File: src/rtl/sexp_tok_pkg.sv
// ----------------------------------------------------------------------------
// sexp_tok_pkg
// Shared types, codes and character helpers of the s-expression tokenizer.
// ----------------------------------------------------------------------------
package sexp_tok_pkg;

  localparam int unsigned INT_WIDTH_DEF = 32;
  localparam int unsigned MAX_RES       = 3;

  typedef enum logic [3:0] {
    MODE_IDLE    = 4'd0,
    MODE_COMMENT = 4'd1,
    MODE_HASH    = 4'd2,
    MODE_SIGN    = 4'd3,
    MODE_NUM     = 4'd4,
    MODE_DOT     = 4'd5,
    MODE_FRAC    = 4'd6,
    MODE_STR     = 4'd7,
    MODE_ESC     = 4'd8,
    MODE_SYM     = 4'd9,
    MODE_DEAD    = 4'd10
  } lex_mode_t;

  typedef enum logic [1:0] {
    KIND_CHAR = 2'd0,
    KIND_END  = 2'd1,
    KIND_ERR  = 2'd2,
    KIND_EOS  = 2'd3
  } kind_t;

  typedef enum logic [2:0] {
    TT_OPEN  = 3'd0,
    TT_CLOSE = 3'd1,
    TT_BOOL  = 3'd2,
    TT_INT   = 3'd3,
    TT_FLOAT = 3'd4,
    TT_STR   = 3'd5,
    TT_SYM   = 3'd6
  } tok_type_t;

  typedef enum logic [3:0] {
    ERR_NONE      = 4'd0,
    ERR_BOOL      = 4'd1,
    ERR_DOT2      = 4'd2,
    ERR_NUM_CHAR  = 4'd3,
    ERR_SIGN      = 4'd4,
    ERR_DOT       = 4'd5,
    ERR_FLOAT     = 4'd6,
    ERR_STR       = 4'd7,
    ERR_SYM_END   = 4'd8,
    ERR_ILLEGAL   = 4'd9
  } err_code_t;

  localparam logic [7:0] CH_LPAREN = 8'h28;
  localparam logic [7:0] CH_RPAREN = 8'h29;
  localparam logic [7:0] CH_SEMI   = 8'h3B;
  localparam logic [7:0] CH_HASH   = 8'h23;
  localparam logic [7:0] CH_QUOTE  = 8'h22;
  localparam logic [7:0] CH_BSLASH = 8'h5C;
  localparam logic [7:0] CH_DOT    = 8'h2E;
  localparam logic [7:0] CH_TILDE  = 8'h7E;
  localparam logic [7:0] CH_CARET  = 8'h5E;
  localparam logic [7:0] CH_PLUS   = 8'h2B;
  localparam logic [7:0] CH_MINUS  = 8'h2D;
  localparam logic [7:0] CH_ZERO   = 8'h30;
  localparam logic [7:0] CH_SPACE  = 8'h20;
  localparam logic [7:0] CH_LF     = 8'h0A;
  localparam logic [7:0] CH_TAB    = 8'h09;

  // control part of the lexer state
  typedef struct packed {
    lex_mode_t  mode;
    logic       negative;
    logic [7:0] pending_sign;
    logic       seen_dot;
    logic       saturated;
  } lex_ctl_t;

  // one result word, without the last flag
  typedef struct packed {
    kind_t              kind;
    tok_type_t          token_type;
    logic [7:0]         text_char;
    logic               bool_value;
    logic signed [31:0] int_value;
    logic               int_overflow;
    err_code_t          error_code;
  } res_t;

  function automatic logic is_digit(input logic [7:0] c);
    return (c >= 8'h30) && (c <= 8'h39);
  endfunction

  function automatic logic is_sym_start(input logic [7:0] c);
    return ((c >= 8'h61) && (c <= 8'h7A)) || ((c >= 8'h41) && (c <= 8'h5A)) ||
           (c == 8'h21) || (c == 8'h24) || (c == 8'h25) || (c == 8'h26) ||
           (c == 8'h2A) || (c == 8'h2F) || (c == 8'h3A) || (c == 8'h3C) ||
           (c == 8'h3E) || (c == 8'h3D) || (c == 8'h3F) || (c == CH_TILDE) ||
           (c == 8'h5F) || (c == CH_CARET);
  endfunction

  function automatic logic is_sym_more(input logic [7:0] c);
    return is_sym_start(c) || is_digit(c) || (c == CH_DOT) || (c == CH_PLUS) ||
           (c == CH_MINUS);
  endfunction

  function automatic res_t mk_lex(input tok_type_t tt, input logic [7:0] c);
    res_t r;
    r = '0;
    r.kind       = KIND_CHAR;
    r.token_type = tt;
    r.text_char  = c;
    return r;
  endfunction

  function automatic res_t mk_end(input tok_type_t tt);
    res_t r;
    r = '0;
    r.kind       = KIND_END;
    r.token_type = tt;
    return r;
  endfunction

  function automatic res_t mk_err(input err_code_t code);
    res_t r;
    r = '0;
    r.kind       = KIND_ERR;
    r.error_code = code;
    return r;
  endfunction

  function automatic res_t mk_eos();
    res_t r;
    r = '0;
    r.kind = KIND_EOS;
    return r;
  endfunction

endpackage

File: src/rtl/sexp_tok_in_if.sv
// ----------------------------------------------------------------------------
// sexp_tok_in_if
// Byte channel into the tokenizer: one source byte or end-of-input mark.
// ----------------------------------------------------------------------------
interface sexp_tok_in_if;
  logic       valid;
  logic       ready;
  logic [7:0] char_in;
  logic       end_of_input;

  modport source (output valid, output char_in, output end_of_input, input ready);
  modport sink   (input valid, input char_in, input end_of_input, output ready);
endinterface

File: src/rtl/sexp_tok_out_if.sv
// ----------------------------------------------------------------------------
// sexp_tok_out_if
// Token event channel out of the tokenizer.
// ----------------------------------------------------------------------------
interface sexp_tok_out_if;
  logic               valid;
  logic               ready;
  logic [1:0]         kind;
  logic [2:0]         token_type;
  logic [7:0]         text_char;
  logic               bool_value;
  logic signed [31:0] int_value;
  logic               int_overflow;
  logic [3:0]         error_code;
  logic               last;

  modport source (output valid, output kind, output token_type, output text_char,
                  output bool_value, output int_value, output int_overflow,
                  output error_code, output last, input ready);
  modport sink   (input valid, input kind, input token_type, input text_char,
                  input bool_value, input int_value, input int_overflow,
                  input error_code, input last, output ready);
endinterface

File: src/rtl/sexp_tok_step.sv
// ----------------------------------------------------------------------------
// sexp_tok_step
// Next-state and result logic for one input byte: up to three words out.
// ----------------------------------------------------------------------------
module sexp_tok_step #(
  parameter int unsigned INT_WIDTH = sexp_tok_pkg::INT_WIDTH_DEF
) (
  input  sexp_tok_pkg::lex_ctl_t       ctl,
  input  logic [INT_WIDTH-1:0]         acc,
  input  logic [7:0]                   ch,
  input  logic                         eoi,
  output sexp_tok_pkg::lex_ctl_t       ctl_nxt,
  output logic [INT_WIDTH-1:0]         acc_nxt,
  output logic [1:0]                   n_res,
  output sexp_tok_pkg::res_t [2:0]     res
);

  localparam int unsigned EW = (INT_WIDTH > 32) ? INT_WIDTH : 32;

  logic [3:0]           dig;
  logic [INT_WIDTH+3:0] sum10;
  logic [INT_WIDTH-1:0] lim_w;
  logic                 over;
  logic [INT_WIDTH-1:0] acc_add;
  logic                 sat_add;
  logic [EW-1:0]        acc_ext;
  logic [EW-1:0]        acc_neg;
  sexp_tok_pkg::res_t   int_end;

  // saturating acc * 10 + digit, compared against the signed limit
  always_comb begin
    dig     = ch[3:0];
    sum10   = (INT_WIDTH+4)'({acc, 3'b000}) + (INT_WIDTH+4)'({acc, 1'b0}) +
              (INT_WIDTH+4)'(dig);
    lim_w   = ctl.negative ? {1'b1, {(INT_WIDTH-1){1'b0}}} : {1'b0, {(INT_WIDTH-1){1'b1}}};
    over    = sum10 > (INT_WIDTH+4)'(lim_w);
    acc_add = ctl.saturated ? acc : (over ? lim_w : sum10[INT_WIDTH-1:0]);
    sat_add = ctl.saturated | over;
  end

  always_comb begin
    acc_ext = EW'(acc);
    acc_neg = -acc_ext;
    int_end = sexp_tok_pkg::mk_end(sexp_tok_pkg::TT_INT);
    int_end.int_value    = ctl.negative ? acc_neg[31:0] : acc_ext[31:0];
    int_end.int_overflow = ctl.saturated;
  end

  always_comb begin
    logic run_idle;
    logic [1:0] n;
    run_idle = 1'b0;
    n        = 2'd0;
    res      = '0;
    ctl_nxt  = ctl;
    acc_nxt  = acc;

    if (eoi) begin
      unique case (ctl.mode)
        sexp_tok_pkg::MODE_HASH: begin
          res[n] = sexp_tok_pkg::mk_err(sexp_tok_pkg::ERR_BOOL); n = n + 2'd1;
        end
        sexp_tok_pkg::MODE_SIGN: begin
          res[n] = sexp_tok_pkg::mk_err(sexp_tok_pkg::ERR_SIGN); n = n + 2'd1;
        end
        sexp_tok_pkg::MODE_NUM: begin
          res[n] = sexp_tok_pkg::mk_err(sexp_tok_pkg::ERR_NUM_CHAR); n = n + 2'd1;
        end
        sexp_tok_pkg::MODE_DOT: begin
          res[n] = sexp_tok_pkg::mk_err(sexp_tok_pkg::ERR_DOT); n = n + 2'd1;
        end
        sexp_tok_pkg::MODE_FRAC: begin
          res[n] = sexp_tok_pkg::mk_err(sexp_tok_pkg::ERR_FLOAT); n = n + 2'd1;
        end
        sexp_tok_pkg::MODE_STR, sexp_tok_pkg::MODE_ESC: begin
          res[n] = sexp_tok_pkg::mk_err(sexp_tok_pkg::ERR_STR); n = n + 2'd1;
        end
        sexp_tok_pkg::MODE_SYM: begin
          res[n] = sexp_tok_pkg::mk_err(sexp_tok_pkg::ERR_SYM_END); n = n + 2'd1;
        end
        default: begin
        end
      endcase
      res[n] = sexp_tok_pkg::mk_eos();
      n = n + 2'd1;
      ctl_nxt = '0;
      ctl_nxt.mode = sexp_tok_pkg::MODE_IDLE;
      acc_nxt = '0;
    end else begin
      unique case (ctl.mode)
        sexp_tok_pkg::MODE_IDLE: run_idle = 1'b1;
        sexp_tok_pkg::MODE_COMMENT: begin
          if (ch == sexp_tok_pkg::CH_LF) ctl_nxt.mode = sexp_tok_pkg::MODE_IDLE;
        end
        sexp_tok_pkg::MODE_HASH: begin
          priority if (ch == 8'h74 || ch == 8'h54) begin
            res[n] = sexp_tok_pkg::mk_lex(sexp_tok_pkg::TT_BOOL, ch); n = n + 2'd1;
            res[n] = sexp_tok_pkg::mk_end(sexp_tok_pkg::TT_BOOL);
            res[n].bool_value = 1'b1;
            n = n + 2'd1;
            ctl_nxt.mode = sexp_tok_pkg::MODE_IDLE;
          end else if (ch == 8'h66 || ch == 8'h46) begin
            res[n] = sexp_tok_pkg::mk_lex(sexp_tok_pkg::TT_BOOL, ch); n = n + 2'd1;
            res[n] = sexp_tok_pkg::mk_end(sexp_tok_pkg::TT_BOOL); n = n + 2'd1;
            ctl_nxt.mode = sexp_tok_pkg::MODE_IDLE;
          end else begin
            res[n] = sexp_tok_pkg::mk_err(sexp_tok_pkg::ERR_BOOL); n = n + 2'd1;
            ctl_nxt.mode = sexp_tok_pkg::MODE_DEAD;
          end
        end
        sexp_tok_pkg::MODE_SIGN: begin
          priority if (ch == sexp_tok_pkg::CH_SPACE) begin
            res[n] = sexp_tok_pkg::mk_lex(sexp_tok_pkg::TT_SYM, ctl.pending_sign);
            n = n + 2'd1;
            res[n] = sexp_tok_pkg::mk_end(sexp_tok_pkg::TT_SYM); n = n + 2'd1;
            ctl_nxt.mode = sexp_tok_pkg::MODE_IDLE;
          end else if (sexp_tok_pkg::is_digit(ch)) begin
            if (ctl.negative) begin
              res[n] = sexp_tok_pkg::mk_lex(sexp_tok_pkg::TT_INT, sexp_tok_pkg::CH_MINUS);
              n = n + 2'd1;
            end
            acc_nxt = acc_add;
            ctl_nxt.saturated = sat_add;
            res[n] = sexp_tok_pkg::mk_lex(sexp_tok_pkg::TT_INT, ch); n = n + 2'd1;
            ctl_nxt.mode = sexp_tok_pkg::MODE_NUM;
          end else if (ch == sexp_tok_pkg::CH_DOT) begin
            if (ctl.negative) begin
              res[n] = sexp_tok_pkg::mk_lex(sexp_tok_pkg::TT_FLOAT, sexp_tok_pkg::CH_MINUS);
              n = n + 2'd1;
            end
            res[n] = sexp_tok_pkg::mk_lex(sexp_tok_pkg::TT_FLOAT, sexp_tok_pkg::CH_ZERO);
            n = n + 2'd1;
            res[n] = sexp_tok_pkg::mk_lex(sexp_tok_pkg::TT_FLOAT, sexp_tok_pkg::CH_DOT);
            n = n + 2'd1;
            ctl_nxt.mode = sexp_tok_pkg::MODE_DOT;
          end else begin
            res[n] = sexp_tok_pkg::mk_err(sexp_tok_pkg::ERR_SIGN); n = n + 2'd1;
            ctl_nxt.mode = sexp_tok_pkg::MODE_DEAD;
          end
        end
        sexp_tok_pkg::MODE_NUM: begin
          priority if (sexp_tok_pkg::is_digit(ch)) begin
            if (!ctl.seen_dot) begin
              acc_nxt = acc_add;
              ctl_nxt.saturated = sat_add;
            end
            res[n] = sexp_tok_pkg::mk_lex(ctl.seen_dot ? sexp_tok_pkg::TT_FLOAT :
                                          sexp_tok_pkg::TT_INT, ch);
            n = n + 2'd1;
          end else if (ch == sexp_tok_pkg::CH_DOT) begin
            if (ctl.seen_dot) begin
              res[n] = sexp_tok_pkg::mk_err(sexp_tok_pkg::ERR_DOT2); n = n + 2'd1;
              ctl_nxt.mode = sexp_tok_pkg::MODE_DEAD;
            end else begin
              ctl_nxt.seen_dot = 1'b1;
              res[n] = sexp_tok_pkg::mk_lex(sexp_tok_pkg::TT_FLOAT, ch); n = n + 2'd1;
            end
          end else if (ch == sexp_tok_pkg::CH_SPACE || ch == sexp_tok_pkg::CH_RPAREN) begin
            res[n] = ctl.seen_dot ? sexp_tok_pkg::mk_end(sexp_tok_pkg::TT_FLOAT) : int_end;
            n = n + 2'd1;
            ctl_nxt.mode = sexp_tok_pkg::MODE_IDLE;
            run_idle = (ch == sexp_tok_pkg::CH_RPAREN);
          end else begin
            res[n] = sexp_tok_pkg::mk_err(sexp_tok_pkg::ERR_NUM_CHAR); n = n + 2'd1;
            ctl_nxt.mode = sexp_tok_pkg::MODE_DEAD;
          end
        end
        sexp_tok_pkg::MODE_DOT: begin
          if (sexp_tok_pkg::is_digit(ch)) begin
            res[n] = sexp_tok_pkg::mk_lex(sexp_tok_pkg::TT_FLOAT, ch); n = n + 2'd1;
            ctl_nxt.mode = sexp_tok_pkg::MODE_FRAC;
          end else begin
            res[n] = sexp_tok_pkg::mk_err(sexp_tok_pkg::ERR_DOT); n = n + 2'd1;
            ctl_nxt.mode = sexp_tok_pkg::MODE_DEAD;
          end
        end
        sexp_tok_pkg::MODE_FRAC: begin
          priority if (sexp_tok_pkg::is_digit(ch)) begin
            res[n] = sexp_tok_pkg::mk_lex(sexp_tok_pkg::TT_FLOAT, ch); n = n + 2'd1;
          end else if (ch == sexp_tok_pkg::CH_SPACE || ch == sexp_tok_pkg::CH_RPAREN) begin
            res[n] = sexp_tok_pkg::mk_end(sexp_tok_pkg::TT_FLOAT); n = n + 2'd1;
            ctl_nxt.mode = sexp_tok_pkg::MODE_IDLE;
            run_idle = (ch == sexp_tok_pkg::CH_RPAREN);
          end else begin
            res[n] = sexp_tok_pkg::mk_err(sexp_tok_pkg::ERR_FLOAT); n = n + 2'd1;
            ctl_nxt.mode = sexp_tok_pkg::MODE_DEAD;
          end
        end
        sexp_tok_pkg::MODE_STR: begin
          res[n] = sexp_tok_pkg::mk_lex(sexp_tok_pkg::TT_STR, ch); n = n + 2'd1;
          priority if (ch == sexp_tok_pkg::CH_BSLASH) begin
            ctl_nxt.mode = sexp_tok_pkg::MODE_ESC;
          end else if (ch == sexp_tok_pkg::CH_QUOTE) begin
            res[n] = sexp_tok_pkg::mk_end(sexp_tok_pkg::TT_STR); n = n + 2'd1;
            ctl_nxt.mode = sexp_tok_pkg::MODE_IDLE;
          end else begin
          end
        end
        sexp_tok_pkg::MODE_ESC: begin
          res[n] = sexp_tok_pkg::mk_lex(sexp_tok_pkg::TT_STR, ch); n = n + 2'd1;
          ctl_nxt.mode = sexp_tok_pkg::MODE_STR;
        end
        sexp_tok_pkg::MODE_SYM: begin
          priority if (sexp_tok_pkg::is_sym_more(ch)) begin
            res[n] = sexp_tok_pkg::mk_lex(sexp_tok_pkg::TT_SYM, ch); n = n + 2'd1;
          end else if (ch == sexp_tok_pkg::CH_SPACE || ch == sexp_tok_pkg::CH_LPAREN ||
                       ch == sexp_tok_pkg::CH_RPAREN) begin
            res[n] = sexp_tok_pkg::mk_end(sexp_tok_pkg::TT_SYM); n = n + 2'd1;
            run_idle = 1'b1;
          end else begin
            res[n] = sexp_tok_pkg::mk_err(sexp_tok_pkg::ERR_SYM_END); n = n + 2'd1;
            ctl_nxt.mode = sexp_tok_pkg::MODE_DEAD;
          end
        end
        default: begin
        end
      endcase

      // a byte seen from idle, also the delimiter that closed a token
      if (run_idle) begin
        ctl_nxt.mode = sexp_tok_pkg::MODE_IDLE;
        priority if (ch == sexp_tok_pkg::CH_LPAREN) begin
          res[n] = sexp_tok_pkg::mk_lex(sexp_tok_pkg::TT_OPEN, ch); n = n + 2'd1;
          res[n] = sexp_tok_pkg::mk_end(sexp_tok_pkg::TT_OPEN); n = n + 2'd1;
        end else if (ch == sexp_tok_pkg::CH_RPAREN) begin
          res[n] = sexp_tok_pkg::mk_lex(sexp_tok_pkg::TT_CLOSE, ch); n = n + 2'd1;
          res[n] = sexp_tok_pkg::mk_end(sexp_tok_pkg::TT_CLOSE); n = n + 2'd1;
        end else if (ch == sexp_tok_pkg::CH_SEMI) begin
          ctl_nxt.mode = sexp_tok_pkg::MODE_COMMENT;
        end else if (ch == sexp_tok_pkg::CH_HASH) begin
          res[n] = sexp_tok_pkg::mk_lex(sexp_tok_pkg::TT_BOOL, ch); n = n + 2'd1;
          ctl_nxt.mode = sexp_tok_pkg::MODE_HASH;
        end else if (sexp_tok_pkg::is_digit(ch)) begin
          ctl_nxt.negative  = 1'b0;
          ctl_nxt.seen_dot  = 1'b0;
          ctl_nxt.saturated = 1'b0;
          acc_nxt = INT_WIDTH'(dig);
          res[n] = sexp_tok_pkg::mk_lex(sexp_tok_pkg::TT_INT, ch); n = n + 2'd1;
          ctl_nxt.mode = sexp_tok_pkg::MODE_NUM;
        end else if (ch == sexp_tok_pkg::CH_PLUS || ch == sexp_tok_pkg::CH_MINUS) begin
          ctl_nxt.pending_sign = ch;
          ctl_nxt.negative     = (ch == sexp_tok_pkg::CH_MINUS);
          ctl_nxt.seen_dot     = 1'b0;
          ctl_nxt.saturated    = 1'b0;
          acc_nxt = '0;
          ctl_nxt.mode = sexp_tok_pkg::MODE_SIGN;
        end else if (ch == sexp_tok_pkg::CH_DOT) begin
          res[n] = sexp_tok_pkg::mk_lex(sexp_tok_pkg::TT_FLOAT, sexp_tok_pkg::CH_ZERO);
          n = n + 2'd1;
          res[n] = sexp_tok_pkg::mk_lex(sexp_tok_pkg::TT_FLOAT, ch); n = n + 2'd1;
          ctl_nxt.mode = sexp_tok_pkg::MODE_DOT;
        end else if (ch == sexp_tok_pkg::CH_QUOTE) begin
          res[n] = sexp_tok_pkg::mk_lex(sexp_tok_pkg::TT_STR, ch); n = n + 2'd1;
          ctl_nxt.mode = sexp_tok_pkg::MODE_STR;
        end else if (ch == sexp_tok_pkg::CH_SPACE || ch == sexp_tok_pkg::CH_LF ||
                     ch == sexp_tok_pkg::CH_TAB) begin
        end else if (sexp_tok_pkg::is_sym_start(ch)) begin
          res[n] = sexp_tok_pkg::mk_lex(sexp_tok_pkg::TT_SYM, ch); n = n + 2'd1;
          ctl_nxt.mode = sexp_tok_pkg::MODE_SYM;
        end else begin
          res[n] = sexp_tok_pkg::mk_err(sexp_tok_pkg::ERR_ILLEGAL); n = n + 2'd1;
          ctl_nxt.mode = sexp_tok_pkg::MODE_DEAD;
        end
      end
    end
    n_res = n;
  end

endmodule

File: src/rtl/s_expression_tokenizer_core.sv
// ----------------------------------------------------------------------------
// s_expression_tokenizer_core
// Streaming s-expression lexer: one source byte in, token event words out.
// ----------------------------------------------------------------------------
// in_chan carries one source byte per word, or an end-of-input mark.
// out_chan carries token events: lexeme characters, token ends with bool or
// integer value, the first syntax error, and end of stream. last flags the
// final word caused by one input word; a byte may cause none.
// The first word of a byte appears on out_chan the cycle after the byte is
// taken. One byte per cycle is taken while each byte gives at most one word
// and out_chan keeps up; a byte that gives two or three words holds
// in_chan.ready low until the three-entry result buffer, drained one word
// per cycle while out_chan is ready, is down to its last word being taken.
// Integers are accumulated with a shift-add by ten and a compare against the
// signed limit in the same cycle, saturating at INT_WIDTH bits.
// Reset clears the lexer to idle and empties the result buffer.
// When out_chan stalls, the buffered words hold and no byte is taken until
// the buffer is down to its last word being taken.
// After end of input the lexer returns to its reset state.
module s_expression_tokenizer_core #(
  parameter int unsigned INT_WIDTH = sexp_tok_pkg::INT_WIDTH_DEF
) (
  input  logic                  clk,
  input  logic                  rst_n,
  sexp_tok_in_if.sink           in_chan,
  sexp_tok_out_if.source        out_chan
);

  sexp_tok_pkg::lex_ctl_t       ctl_r, ctl_nxt;
  logic [INT_WIDTH-1:0]         acc_r, acc_nxt;
  sexp_tok_pkg::res_t [2:0]     res_r;
  sexp_tok_pkg::res_t [2:0]     step_res;
  logic [1:0]                   cnt_r;
  logic [1:0]                   step_n;
  logic                         in_acc;
  logic                         out_acc;

  sexp_tok_step #(
    .INT_WIDTH (INT_WIDTH)
  ) u_step (
    .ctl     (ctl_r),
    .acc     (acc_r),
    .ch      (in_chan.char_in),
    .eoi     (in_chan.end_of_input),
    .ctl_nxt (ctl_nxt),
    .acc_nxt (acc_nxt),
    .n_res   (step_n),
    .res     (step_res)
  );

  // take a byte once the buffer is empty or its last word leaves now
  assign in_chan.ready = (cnt_r == 2'd0) || ((cnt_r == 2'd1) && out_chan.ready);
  assign in_acc  = in_chan.valid && in_chan.ready;
  assign out_acc = out_chan.valid && out_chan.ready;

  always_ff @(posedge clk) begin
    if (!rst_n) begin
      // idle is the all-zero mode
      ctl_r      <= '0;
      acc_r      <= '0;
      cnt_r      <= 2'd0;
    end else begin
      if (in_acc) begin
        ctl_r <= ctl_nxt;
        acc_r <= acc_nxt;
        cnt_r <= step_n;
      end else if (out_acc) begin
        cnt_r <= cnt_r - 2'd1;
      end
    end
  end

  always_ff @(posedge clk) begin
    if (in_acc) begin
      res_r <= step_res;
    end else if (out_acc) begin
      res_r[0] <= res_r[1];
      res_r[1] <= res_r[2];
    end
  end

  assign out_chan.valid        = (cnt_r != 2'd0);
  assign out_chan.kind         = res_r[0].kind;
  assign out_chan.token_type   = res_r[0].token_type;
  assign out_chan.text_char    = res_r[0].text_char;
  assign out_chan.bool_value   = res_r[0].bool_value;
  assign out_chan.int_value    = res_r[0].int_value;
  assign out_chan.int_overflow = res_r[0].int_overflow;
  assign out_chan.error_code   = res_r[0].error_code;
  assign out_chan.last         = (cnt_r == 2'd1);

  a_eoi_to_idle: assert property (@(posedge clk) disable iff (!rst_n)
    (in_acc && in_chan.end_of_input) |=> (ctl_r.mode == sexp_tok_pkg::MODE_IDLE))
    else $error("lexer not idle after end of input");

  a_stall_holds: assert property (@(posedge clk) disable iff (!rst_n)
    (out_chan.valid && !out_chan.ready) |=> (cnt_r == $past(cnt_r)))
    else $error("buffered words changed during stall");

  a_err_code: assert property (@(posedge clk) disable iff (!rst_n)
    out_chan.valid |->
      ((out_chan.kind == sexp_tok_pkg::KIND_ERR) ==
       (out_chan.error_code != sexp_tok_pkg::ERR_NONE)))
    else $error("error code and word kind disagree");

  a_eos_last: assert property (@(posedge clk) disable iff (!rst_n)
    (out_chan.valid && out_chan.kind == sexp_tok_pkg::KIND_EOS) |-> out_chan.last)
    else $error("end of stream not the last word");

  a_sat_limit: assert property (@(posedge clk) disable iff (!rst_n)
    ctl_r.saturated |-> (acc_r[INT_WIDTH-2:0] == (ctl_r.negative ?
      {(INT_WIDTH-1){1'b0}} : {(INT_WIDTH-1){1'b1}})))
    else $error("saturated accumulator off its limit");

endmodule

File: src/flat_wrapper.sv
// flat-port wrapper written by rule: the top's interface ports become plain ports
module s_expression_tokenizer_core_flat 
#(
  parameter int unsigned INT_WIDTH = sexp_tok_pkg::INT_WIDTH_DEF
)
  (clk, rst_n, in_chan_valid, in_chan_char_in, in_chan_end_of_input, in_chan_ready, out_chan_valid, out_chan_kind, out_chan_token_type, out_chan_text_char, out_chan_bool_value, out_chan_int_value, out_chan_int_overflow, out_chan_error_code, out_chan_last, out_chan_ready);
  sexp_tok_in_if in_chan_i ();
  sexp_tok_out_if out_chan_i ();
  input  logic clk;
  input  logic rst_n;
  input wire logic [$bits(in_chan_i.valid)-1:0] in_chan_valid;
  input wire logic [$bits(in_chan_i.char_in)-1:0] in_chan_char_in;
  input wire logic [$bits(in_chan_i.end_of_input)-1:0] in_chan_end_of_input;
  output wire logic [$bits(in_chan_i.ready)-1:0] in_chan_ready;
  output wire logic [$bits(out_chan_i.valid)-1:0] out_chan_valid;
  output wire logic [$bits(out_chan_i.kind)-1:0] out_chan_kind;
  output wire logic [$bits(out_chan_i.token_type)-1:0] out_chan_token_type;
  output wire logic [$bits(out_chan_i.text_char)-1:0] out_chan_text_char;
  output wire logic [$bits(out_chan_i.bool_value)-1:0] out_chan_bool_value;
  output wire logic [$bits(out_chan_i.int_value)-1:0] out_chan_int_value;
  output wire logic [$bits(out_chan_i.int_overflow)-1:0] out_chan_int_overflow;
  output wire logic [$bits(out_chan_i.error_code)-1:0] out_chan_error_code;
  output wire logic [$bits(out_chan_i.last)-1:0] out_chan_last;
  input wire logic [$bits(out_chan_i.ready)-1:0] out_chan_ready;
  assign in_chan_i.valid = in_chan_valid;
  assign in_chan_i.char_in = in_chan_char_in;
  assign in_chan_i.end_of_input = in_chan_end_of_input;
  assign in_chan_ready = in_chan_i.ready;
  assign out_chan_valid = out_chan_i.valid;
  assign out_chan_kind = out_chan_i.kind;
  assign out_chan_token_type = out_chan_i.token_type;
  assign out_chan_text_char = out_chan_i.text_char;
  assign out_chan_bool_value = out_chan_i.bool_value;
  assign out_chan_int_value = out_chan_i.int_value;
  assign out_chan_int_overflow = out_chan_i.int_overflow;
  assign out_chan_error_code = out_chan_i.error_code;
  assign out_chan_last = out_chan_i.last;
  assign out_chan_i.ready = out_chan_ready;
  s_expression_tokenizer_core #(.INT_WIDTH(INT_WIDTH)) u_core (.clk(clk), .rst_n(rst_n), .in_chan(in_chan_i), .out_chan(out_chan_i));
endmodule
File: config.mk
export PLATFORM = sky130hd
export DESIGN_NAME = s_expression_tokenizer_core_flat
export DESIGN_NICKNAME = d
export VERILOG_FILES = /design/src/rtl/sexp_tok_pkg.sv /design/src/rtl/sexp_tok_in_if.sv /design/src/rtl/sexp_tok_out_if.sv /design/src/rtl/sexp_tok_step.sv /design/src/rtl/s_expression_tokenizer_core.sv /design/src/flat_wrapper.sv
export SDC_FILE = /design/constraint.sdc
export NUM_CORES = 1
export LEC_CHECK = 0
export BUFFER_PORTS_ARGS = -buffer_cell sky130_fd_sc_hd__buf_2
export CELL_PAD_IN_SITES_DETAIL_PLACEMENT = 1
export CELL_PAD_IN_SITES_GLOBAL_PLACEMENT = 1
export CORE_MARGIN = 4
export CORE_UTILIZATION = 25
export DETAILED_ROUTE_END_ITERATION = 7
export GPL_TIMING_DRIVEN = 0
export PLACE_DENSITY_LB_ADDON = 0.08
export SLEW_MARGIN = 30
export SYNTH_ARGS = -nofsm -noshare
export SYNTH_HDL_FRONTEND = slang
export SYNTH_HIERARCHICAL = 1
export SYNTH_SLANG_ARGS = --single-unit
File: constraint.sdc
create_clock -name clk -period 7.95 [get_ports clk]
set_clock_uncertainty 0.05 [all_clocks]
set_input_delay 1.59 -clock clk [delete_from_list [all_inputs] [get_ports clk]]
set_output_delay 1.59 -clock clk [all_outputs]
set_load 0.02 [all_outputs]
[Yosys cells after proc, flatten, opt, wreduce, memory -nomap -nowiden]
Index checks and enable logic that the tools add are counted.
Storage, ports and cells
  logic and storage cells: 360
  flip-flop bits (word level): 202
Cells by class
  multiplexer cells: 175
  equal/unequal tests: 52
  order comparisons: 19
  add/sub/neg operators: 10
  reductions and logical operators: 54
  bitwise logic cells: 22
Operators by type and width (number)
  153-bit two-way mux: 13
  51-bit two-way mux: 32
  153-bit bitwise mux: 8
  51-bit case mux with 7 select lines: 2
  51-bit demux with 2-bit select: 6
  32-bit two-way mux: 16
  144-bit inverter: 3
  102-bit two-way mux: 4
  147-bit inverter: 2
  144-bit AND: 2
  8-bit by 6-bit equality test with 1-bit output (second input constant): 20
  51-bit case mux with 3 select lines: 1
  150-bit AND: 1
  50-bit two-way mux: 3
  150-bit inverter: 1
  147-bit AND: 1
  49-bit by 147-bit AND with 147-bit output: 1
  48-bit by 144-bit AND with 144-bit output: 1
  138-bit AND: 1
  138-bit inverter: 1
  101-bit two-way mux: 1
  49-bit two-way mux: 2
  4-bit two-way mux: 22
  2-bit two-way mux: 33
  55 further kinds: 155

[Logic depth before layout (Yosys ltp)]
Gate-level depths: netlist of run 1.
  depth after elaboration: 38
  mapped depth: 27
  gate-level depth less buffers: 26

[Cells and area by module]
The synthesis of run 1 kept the hierarchy.
By module, submodules not included
  s_expression_tokenizer_core: sequential area each 5575.3 um^2, cells each 552, times used 1, area each 8376.8 um^2
  sexp_tok_step: sequential area each 0.0 um^2, cells each 1205, times used 1, area each 7888.8 um^2

[Least setup slack after synthesis of run 1]
Ideal clock, no wire load.
  path type: input port to flip-flop
  from: input in_chan_char_in[3]
  to: register u_core.acc_r[20]
  required time: 7768 ps
  cell stages on the path: 24
  path slack: 1840 ps
  setup time: 132 ps
  data arrival time: 5928 ps
  cell sequence: fa_1 > ha_1 > a211oi_1 > o21ai_0 > nand4_1 > nand2_1 > o31a_1 > a21oi_1 > o21ai_0 > a31oi_1 > ha_1 > a21oi_1 > o21ai_0 > nor3_1 > o211ai_1 > o21ai_0 > nand3_1 > a21oi_1 > o21bai_4 > and3_4 > buf_6 > a221o_1 > nand3_1 > a21oi_1
On the way
  word-level cells in the longest chain between the ends: 26
  elaborated cells on any way between the ends: 79
  classes of those cells: 1 x add/sub; 7 x order compare; 22 x eq/ne; 23 x mux; 26 x reduce/logical
Ends and longest elaborated chain
  from (decl): RTL line flat_wrapper.sv:12  | input wire logic [$bits(in_chan_i.char_in)-1:0] in_chan_char_in;
  branches (longest 24 deep; another with 36-bit by 4-bit adder with 36-bit output)
  32-bit two-way mux *: RTL line sexp_tok_step.sv:220  | if (run_idle) begin
  32-bit two-way mux *: RTL line sexp_tok_step.sv:58  | if (eoi) begin
  via u_core.acc_nxt[20]: RTL line s_expression_tokenizer_core.sv:30  | logic [INT_WIDTH-1:0] acc_r, acc_nxt;
  to (signal assigned): RTL line s_expression_tokenizer_core.sv:65  | acc_r <= acc_nxt;
  to (decl): RTL line s_expression_tokenizer_core.sv:30
Mark *: on every way through the listed nets, which the timed path passes. The select of a mux whose other input is x is not followed.
A chain may end at the register's enable or synchronous reset.

[Worst setup path after layout of run 1]
  from: input in_chan_char_in[3]
  to: register u_core.acc_r[29]
The elaborated chain is that of the path after synthesis.

==> flow_summary.toml, run 1 <==
[status]
status = "finished, final reports clean"

[layout]
nFillCells = 7594
drive_gt1_share_pct = 20.9
fin_util_pct = 29.1
fin_nets = 2043
area_growth_pct = 15.2
multi_input_area_um2 = 9410
seq_area_um2 = 5580

[grt]
grt_pass1_wl_mm = 100
grt_use_total_pct = 18.8
antenna_found_initial = 2
grt_overflow_total = 0
grt_pass1_vias = 14824
grt_max_degree = 69

[clock_tree]
cts_setup_buffers = 0
cts.path.max_buffers = 3
cts_sinks = 202
cts_resized = 0
hold_buffers = 0
h-tree-depth = 1
path_clk_slew_ns = 0.06
numCtsBuffers = 25
cts_tree = "built"
worstSkewPairLatency_ns = 0.54
cts-root-buf = "clkbuf_16"

[worst_setup_path]
critPathCaptureType = "flop"
required_ns = 8.36
arrival_ns = 7.64
worst-path-max-fanout = 10
startpoint_type = "primary input"
worstSetupPathType = "in2reg"

[logic_synthesis]
yosysMostFrequentCell = "a21oi_1"
netlist_area_um2 = 16300
synth-edff-count = 153
syn_avg_cell_area_um2 = 9.26
yosysTopAreaCellShare_pct = 28.2
yosysWarnings = 6
yosysTopAreaCell = "edfxtp_1"
synthTopCellsByCount = "156 x a21oi_1, 153 x edfxtp_1, 134 x nor2_1"
ys_seq_area_share_pct = 34.3
yosysUniqueCellTypes = 101
synthCells = 1757
synth_ff_type = "edfxtp_1"
async_flop_share_pct = 0
synth-seq-cells = 202
synth_area_leaders = "edfxtp_1 28%, ha_1 8.0%, dfxtp_1 6.0%"

[floorplanning]
dieArea_um2 = 69200
die_x_um = 263
die_y_um = 263
io_pins = 67
coreArea_um2 = 64500
row_count = 93
start_util_pct = 25.2

[route]
vias = 14241
wl_per_cell_um = 24.0
drt-initial-drc-count = 857
drt-vias-per-instance = 5.10
ant_nets = 0
wl_mm = 67.1
dr.pass1.iters = 5
drc = 0

[timing]
setup_viol = 0
fin_crit_sh_pct = 91.0
maxSlewHeadroom_pct = 31.4
worst_slack_ns = 0.713
slew_violations = 0
hold_slack_ns = 0.446
rsz0062_at_grt = "false"
finalHoldViolCount = 0
min_period_ns = 7.24
timing.setup.tns_ns = 0
fmax_mhz = 138
worstMarginPinSlew_ns = 1.03

[job]
drv_cap = 0

[place]
io_buffer_count = 64
place_ws_ns = 0.123
gp_congestion = 0.927
dp.final_hpwl_mm = 51.6

[power_and_ir_drop]
ir_worst_vdd_mv = 0.148
total_power_w = 0.00479
power.density_nw_per_um2 = 255
leakage_nw = 7.81

[min_path]
hp-class = "reg2reg"
[where the power goes]
group / internal, W / switching (W)
registers: 0.00159 / 0.0000891
logic: 0.000806 / 0.00125
clock network: 0.000599 / 0.000455
[sequential cells by signal, indices dropped and copies added, names as in the netlist]
name and cells:
u_core/res_r 102, u_core/acc_r 32, u_core/out_chan.int_value 32, u_core/ctl_r 15, u_core/out_chan.text_char 8, u_core/out_chan.error_code 4, u_core/out_chan.token_type 3, u_core/cnt_r 2
u_core/out_chan.kind 2, u_core/out_chan.bool_value 1, u_core/out_chan.int_overflow 1
[cell type report]
class / count / share of cell area [%]
Sequential cell: 202 / 29.7
Inverter: 34 / 0.748
Clock inverter: 10 / 0.354
Multi-Input combinational cell: 1363 / 50.2
Timing Repair Buffer: 67 / 2.04
Buffer: 231 / 7.74
Tap cell: 855 / 5.71
Antenna cell: 1 / 0.0133
Clock buffer: 30 / 3.44
[layout by cell type, fill, tap and decap left out, types with 25 or more instances in the layout]
cell type  Yosys  final
clkbuf_16      0     25
mux2_2        43     43
nor3_1        36     34
o21ai_0      126    126
edfxtp_1     153    153
dfxtp_1       49     48
mux2_4        59     59
buf_4        129    129
inv_1         31     29
clkbuf_1      62     67
nand2_1      119    119
xor2_1        42     42
conb_1         1     74
a221o_1       28     28
ha_1         104    104
nor2_1       134    134
buf_2         19     83
nand3_1       81     81
a21oi_1      156    155
[worst paths after layout]
path	from	end	slack [ns]	cells past startpoint
worst min-delay path	u_core/cnt_r[0]	u_core/cnt_r[0]	0.45	2
worst min register to register	u_core/cnt_r[0]	u_core/cnt_r[0]	0.45	2
worst max-delay path	in_chan_char_in[3]	u_core/acc_r[29]	0.71	25
worst max register to register	u_core/acc_r[2]	u_core/acc_r[29]	1.44	24
[per-layer routing]
metal  up-vias  wire (um)  track usage (%)
li1       6718          -                -
met1      7108      29700             24.8
met4         0       2630             6.47
met3       104       2680             2.21
met5         -          0                0
met2       311      32100             32.2
[stage by stage]
stage | instances | area, um^2
2_1_floorplan | 1830 | 16500
3_3_place_gp | 2749 | 17900
3_5_place_dp | 2752 | 18000
4_1_cts | 2792 | 18700
5_1_grt | 2792 | 18700
6_report | 2793 | 18700
[kinds of logic after synthesis]
group,Yosys count,synth area share [%]
other,1,0.0231
AND/OR/NAND/NOR,506,15.6
flip-flops,202,34.3
XOR/XNOR,59,3.18
adder cells (fa/ha/maj),106,8.25
buffers and inverters,265,9.72
multiplexers,109,8.85
AO/OA/AOI/OAI,509,20.2
[worst max-delay path, stage by stage]
cell and delay (ns):
buf_2 0.27, fa_1 0.49, ha_1 0.31, a211oi_1 0.35
o21ai_0 0.25, nand4_1 0.19, nand2_1 0.11, o31a_1 0.38
a21oi_1 0.26, o21ai_0 0.19, a31oi_1 0.35, ha_1 0.31
a21oi_1 0.14, o21ai_0 0.15, nor3_1 0.28, o211ai_1 0.13
o21ai_0 0.39, nand3_1 0.12, a21oi_1 0.27, o21bai_4 0.14
nor2_1 0.18, buf_2 0.34, a221o_1 0.23, nand3_1 0.08
a21oi_1 0.14
(Power assumes the default switching activity.)
==> run 2: changes to the inputs <==
--- a/config.mk
+++ b/config.mk
@@ -13,6 +13,7 @@
 export DETAILED_ROUTE_END_ITERATION = 7
 export GPL_TIMING_DRIVEN = 0
 export PLACE_DENSITY_LB_ADDON = 0.08
+export RECOVER_POWER = 100
 export SLEW_MARGIN = 30
 export SYNTH_ARGS = -nofsm -noshare
 export SYNTH_HDL_FRONTEND = slang
==> constraint.sdc (replaced) <==
create_clock -name clk -period 6.4 [get_ports clk]
set_clock_uncertainty 0.05 [all_clocks]
set_input_delay 1.28 -clock clk [delete_from_list [all_inputs] [get_ports clk]]
set_output_delay 1.28 -clock clk [all_outputs]
set_load 0.01 [all_outputs]
==> run 2 against run 1 <==
  * The run now ends with capacitance limit, slew limit left
  * Die area stayed put
  * Register-to-register slack worse by 0.86 ns
  * Worst hold slack better by 0.00074 ns
  * First-iteration DRC count is 5.7% higher
  * Combinational power up 7%
  * Total power increased by 17%
  * Via count is 0.28% lower
  * Final cell count is 0.21% higher
  * Count of clock-buffer cells in the layout unchanged
  * Clock power increased by 25%
  * Critical path type unchanged
  * Critical endpoint is now u_core/out_chan.token_type[0]
==> flow_summary.toml, run 2 (synthesis gave the netlist of run 1 again) <==
[worst_setup_path]
worstSetupPathType = "in2reg"
startpoint_type = "primary input"
worst-path-max-fanout = 10
required_ns = 6.75
arrival_ns = 6.58
critPathCaptureType = "flop"

[floorplanning]
dieArea_um2 = 69200
die_x_um = 263
coreArea_um2 = 64500
io_pins = 67
start_util_pct = 25.2
row_count = 93
die_y_um = 263

[grt]
grt_use_total_pct = 18.9
grt_overflow_total = 0
grt_max_degree = 69
grt_pass1_wl_mm = 100
antenna_found_initial = 2
grt_pass1_vias = 14837

[route]
drc = 0
drt-vias-per-instance = 5.07
drt-initial-drc-count = 906
ant_nets = 0
vias = 14201
wl_mm = 67.3
wl_per_cell_um = 24.0
dr.pass1.iters = 5

[timing]
finalHoldViolCount = 0
slew_violations = 117
setup_viol = 0
min_period_ns = 6.23
rsz0062_at_grt = "false"
worst_slack_ns = 0.170
fin_crit_sh_pct = 97.3
hold_slack_ns = 0.447
maxSlewHeadroom_pct = -22.4
worstMarginPinSlew_ns = 1.84
fmax_mhz = 161

[status]
violations = "capacitance limit, slew limit"
status = "finished with violations"

[layout]
final_common_cell = "a21oi_1"
area_growth_pct = 14.0
regMostFlops = "u_core/res_r"
fin_nets = 2049
design_area_um2 = 18500
layout_common_cells = "154 x a21oi_1, 153 x edfxtp_1, 135 x nor2_1, 122 x o21ai_0, 120 x nand2_1"
drive_gt1_share_pct = 17.1
largest_reg_flops = 102
layoutNonFillerInstCount = 2799

[clock_tree]
cts_sinks = 202
numCtsBuffers = 25
cts.path.max_buffers = 3
cts-root-buf = "clkbuf_16"
worstSkewPairLatency_ns = 0.54
path_clk_slew_ns = 0.06
h-tree-depth = 1
hold_buffers = 0
cts_tree = "built"

[power_and_ir_drop]
switching_power_w = 0.00206
seqPwrFrac_pct = 37.3
clkPwrFrac_pct = 23.3
combinationalPowerShare_pct = 39.4
power.density_nw_per_um2 = 303
swShare_pct = 36.7
ir_worst_vdd_mv = 0.181
leakage_nw = 7.51
p_int_w = 0.00355
total_power_w = 0.00561

[place]
io_buffer_count = 64
dp.final_hpwl_mm = 51.6
placed_cell_area_um2 = 18000
place_ws_ns = -1.12
gp_congestion = 0.927
dp.cells = 2752

[min_path]
hp-class = "reg2reg"

[job]
drv_cap = 3
==> run 2: critical path: stages <==
cell	delay, ns
clkbuf_1	0.23
or4b_1	0.55
buf_4	0.19
nor3_1	0.32
clkbuf_1	0.60
a21o_1	0.32
o221a_2	0.30
ha_1	0.17
clkbuf_1	0.36
clkbuf_1	0.64
nand2_1	0.25
o2bb2ai_1	0.21
o21ai_0	0.16
a21oi_1	0.06
a211oi_1	0.62
mux2_4	0.28
==> run 2: timing repair <==
action                                  4_1_cts  5_1_grt
setup buffers                                 1        5
gates cloned                                  0        0
endpoints found under the setup margin       32       33
pin swaps                                     1        7
gates resized for setup                      13       13
==> run 2: metal layers <==
layer  vias to the layer above  global-route usage, %  wire length [um]
li1                       6731                      -                 -
met1                      7088                   24.7             30000
met2                       279                   32.2             32200
met3                       103                   2.21              2410
met4                         0                   6.47              2660
met5                         -                      0                 0
==> run 2: final timing paths <==
check,from,to,slack [ns],cells after the start
setup reg to reg,u_core/acc_r[14],u_core/acc_r[16],0.58,23
hold / removal,u_core/ctl_r[8],u_core/ctl_r[8],0.45,2
setup / recovery,in_chan_char_in[7],u_core/out_chan.token_type[0],0.17,16
hold reg to reg,u_core/ctl_r[8],u_core/ctl_r[8],0.45,2
==> run 2: power by group through the flow <==
stage	logic, W	clock network, W	registers (W)
finish	0.00221	0.00131	0.00209
global route	0.00241	0.00142	0.00214
CTS	0.00246	0.00138	0.00209
detailed placement	0.00245	0	0.00212
global placement	0.00241	0	0.00215
floorplan	0.00160	0	0.00209
==> run 2: layout make-up <==
| type | count | area [um^2] |
|---|---|---|
| Antenna cell | 1 | 2.50 |
| Buffer | 231 | 1410 |
| Clock buffer | 30 | 644 |
| Clock inverter | 10 | 66.3 |
| Fill cell | 7622 | 45900 |
| Inverter | 34 | 131 |
| Multi-Input combinational cell | 1363 | 9280 |
| Sequential cell | 202 | 5580 |
| Tap cell | 855 | 1070 |
| Timing Repair Buffer | 73 | 357 |
==> run 2: stage by stage <==
step	setup TNS, ns	utilization (%)
after floorplan	0	-
after global placement	-33.35	27.8
after detailed placement	-33.15	28.0
after CTS	0	29.2
after global routing	0	28.8
final	0	28.8
==> run 3: changes to the inputs <==
--- a/config.mk
+++ b/config.mk
@@ -8,12 +8,13 @@
 export BUFFER_PORTS_ARGS = -buffer_cell sky130_fd_sc_hd__buf_2
 export CELL_PAD_IN_SITES_DETAIL_PLACEMENT = 1
 export CELL_PAD_IN_SITES_GLOBAL_PLACEMENT = 1
-export CORE_MARGIN = 4
+export CORE_ASPECT_RATIO = 0.6
 export CORE_UTILIZATION = 25
 export DETAILED_ROUTE_END_ITERATION = 7
 export GPL_TIMING_DRIVEN = 0
 export PLACE_DENSITY_LB_ADDON = 0.08
 export RECOVER_POWER = 100
+export SKIP_CTS_REPAIR_TIMING = 1
 export SLEW_MARGIN = 30
 export SYNTH_ARGS = -nofsm -noshare
 export SYNTH_HDL_FRONTEND = slang
==> run 3 against run 2 <==
  * The flow finishes with violations (capacitance limit, slew limit, setup timing)
  * Count of clock-buffer cells in the layout fell by 2
  * Clock power up 13%
  * First-iteration DRC count increased by 54%
  * Maximum frequency decreased by 5.7%
  * Worst setup slack worse by 0.38 ns
  * Total power rose by 5.4%
  * Critical path type unchanged
==> flow_summary.toml, run 3 (synthesis gave the netlist of run 1 again) <==
[place]
place_ws_ns = -1.19
dp.final_hpwl_mm = 60.4
gp_congestion = 0.960
dp.cells = 2748
io_buffer_count = 64

[worst_setup_path]
worstSetupPathType = "in2reg"
startpoint_type = "primary input"
critPathCaptureType = "flop"
arrival_ns = 7.01
worst-path-max-fanout = 9
required_ns = 6.81

[layout]
fin_nets = 2050
area_growth_pct = 15.1
regMostFlops = "u_core/res_r"
nFillCells = 7465
layout_common_cells = "153 x a21oi_1, 153 x edfxtp_1, 132 x nor2_1, 123 x buf_4, 121 x o21ai_0"
layoutNonFillerInstCount = 2811
drive_gt1_share_pct = 18.1
largest_reg_flops = 102

[route]
drc = 0
drt-initial-drc-count = 1398
ant_nets = 0
wl_mm = 75.7
drt-vias-per-instance = 5.27
dr.pass1.iters = 5
vias = 14809
wl_per_cell_um = 26.9

[timing]
slew_violations = 132
setup_viol = 8
min_period_ns = 6.61
maxSlewHeadroom_pct = -38.7
worst_slack_ns = -0.207
fin_crit_sh_pct = 103
finalHoldViolCount = 0
fmax_mhz = 151
worstMarginPinSlew_ns = 2.07

[power_and_ir_drop]
total_power_w = 0.00592
power.density_nw_per_um2 = 316
ir_worst_vdd_mv = 0.205
leakage_nw = 7.57

[grt]
grt_overflow_total = 0
grt_use_total_pct = 22.4
antenna_found_initial = 11
grt_max_degree = 64
grt_pass1_vias = 14461
grt_pass1_wl_mm = 108

[floorplanning]
io_pins = 67
coreArea_um2 = 64400
row_count = 72
start_util_pct = 25.3
dieArea_um2 = 66100
die_y_um = 200
die_x_um = 331

[clock_tree]
cts-root-buf = "clkbuf_16"
numCtsBuffers = 26
worstSkewPairLatency_ns = 0.58
cts_sinks = 202
path_clk_slew_ns = 0.06
cts_tree = "built"
cts.path.max_buffers = 3
h-tree-depth = 1

[job]
drv_cap = 4

[status]
violations = "capacitance limit, slew limit, setup timing"
status = "finished with violations"

[min_path]
hp-class = "reg2reg"
## run 3: layout make-up
| type | instances | area (um^2) | area share [%] |
|---|---|---|---|
| multi-input combinational | 1363 | 9340 | 49.9 |
| sequential | 202 | 5580 | 29.8 |
| buffer | 231 | 1410 | 7.54 |
| tap | 851 | 1060 | 5.69 |
| clock buffer | 28 | 658 | 3.52 |
| timing repair buffer | 73 | 324 | 1.73 |
| clock inverter | 20 | 186 | 0.996 |
| inverter | 34 | 133 | 0.709 |
| antenna | 9 | 22.5 | 0.120 |
## run 3: power by group
part / total, W / internal (W) / switching [W]
clock: 0.00148 / 0.000831 / 0.000650
combinational: 0.00234 / 0.000818 / 0.00152
sequential: 0.00210 / 0.00199 / 0.000112
## run 3: metal layers
metal / routed length, um / global-route usage [%]
met1: 42300 / 38.2
met2: 24800 / 26.0
met3: 7670 / 6.19
met4: 1010 / 3.27
met5: 0 / 0
## run 3: per-stage QoR
stage          hold slack [ns]  instance area, um^2  util [%]  TNS (ns)
6_report                 0.444                18700      29.1     -1.01
2_1_floorplan            0.403                16500         -         0
4_1_cts                  0.434                18900      29.3    -13.38
3_3_place_gp             0.412                17900      27.8    -41.97
3_5_place_dp             0.425                18000      28.0    -40.96
5_1_grt                  0.475                18700      29.0   -0.0136
## run 3: path summary, 6_finish.rpt
kind / from / end / slack, ns / cells after the start
max reg2reg: u_core/ctl_r[10] / u_core/out_chan.kind[0] / 0.37 / 13
max: in_chan_char_in[7] / u_core/res_r[101] / -0.21 / 12
min reg2reg: u_core/ctl_r[13] / u_core/ctl_r[13] / 0.44 / 2
min: u_core/ctl_r[13] / u_core/ctl_r[13] / 0.44 / 2
## run 3: worst max-delay path, cell delays in order
cell	delay [ns]
buf_2	0.19
or4b_1	0.53
buf_4	0.20
nor3_1	0.63
o21ai_0	0.76
nor2_2	0.31
a21oi_1	0.35
nor2_1	1.10
nand2_1	0.59
nor3_1	0.70
nand2b_1	0.20
mux2_2	0.15
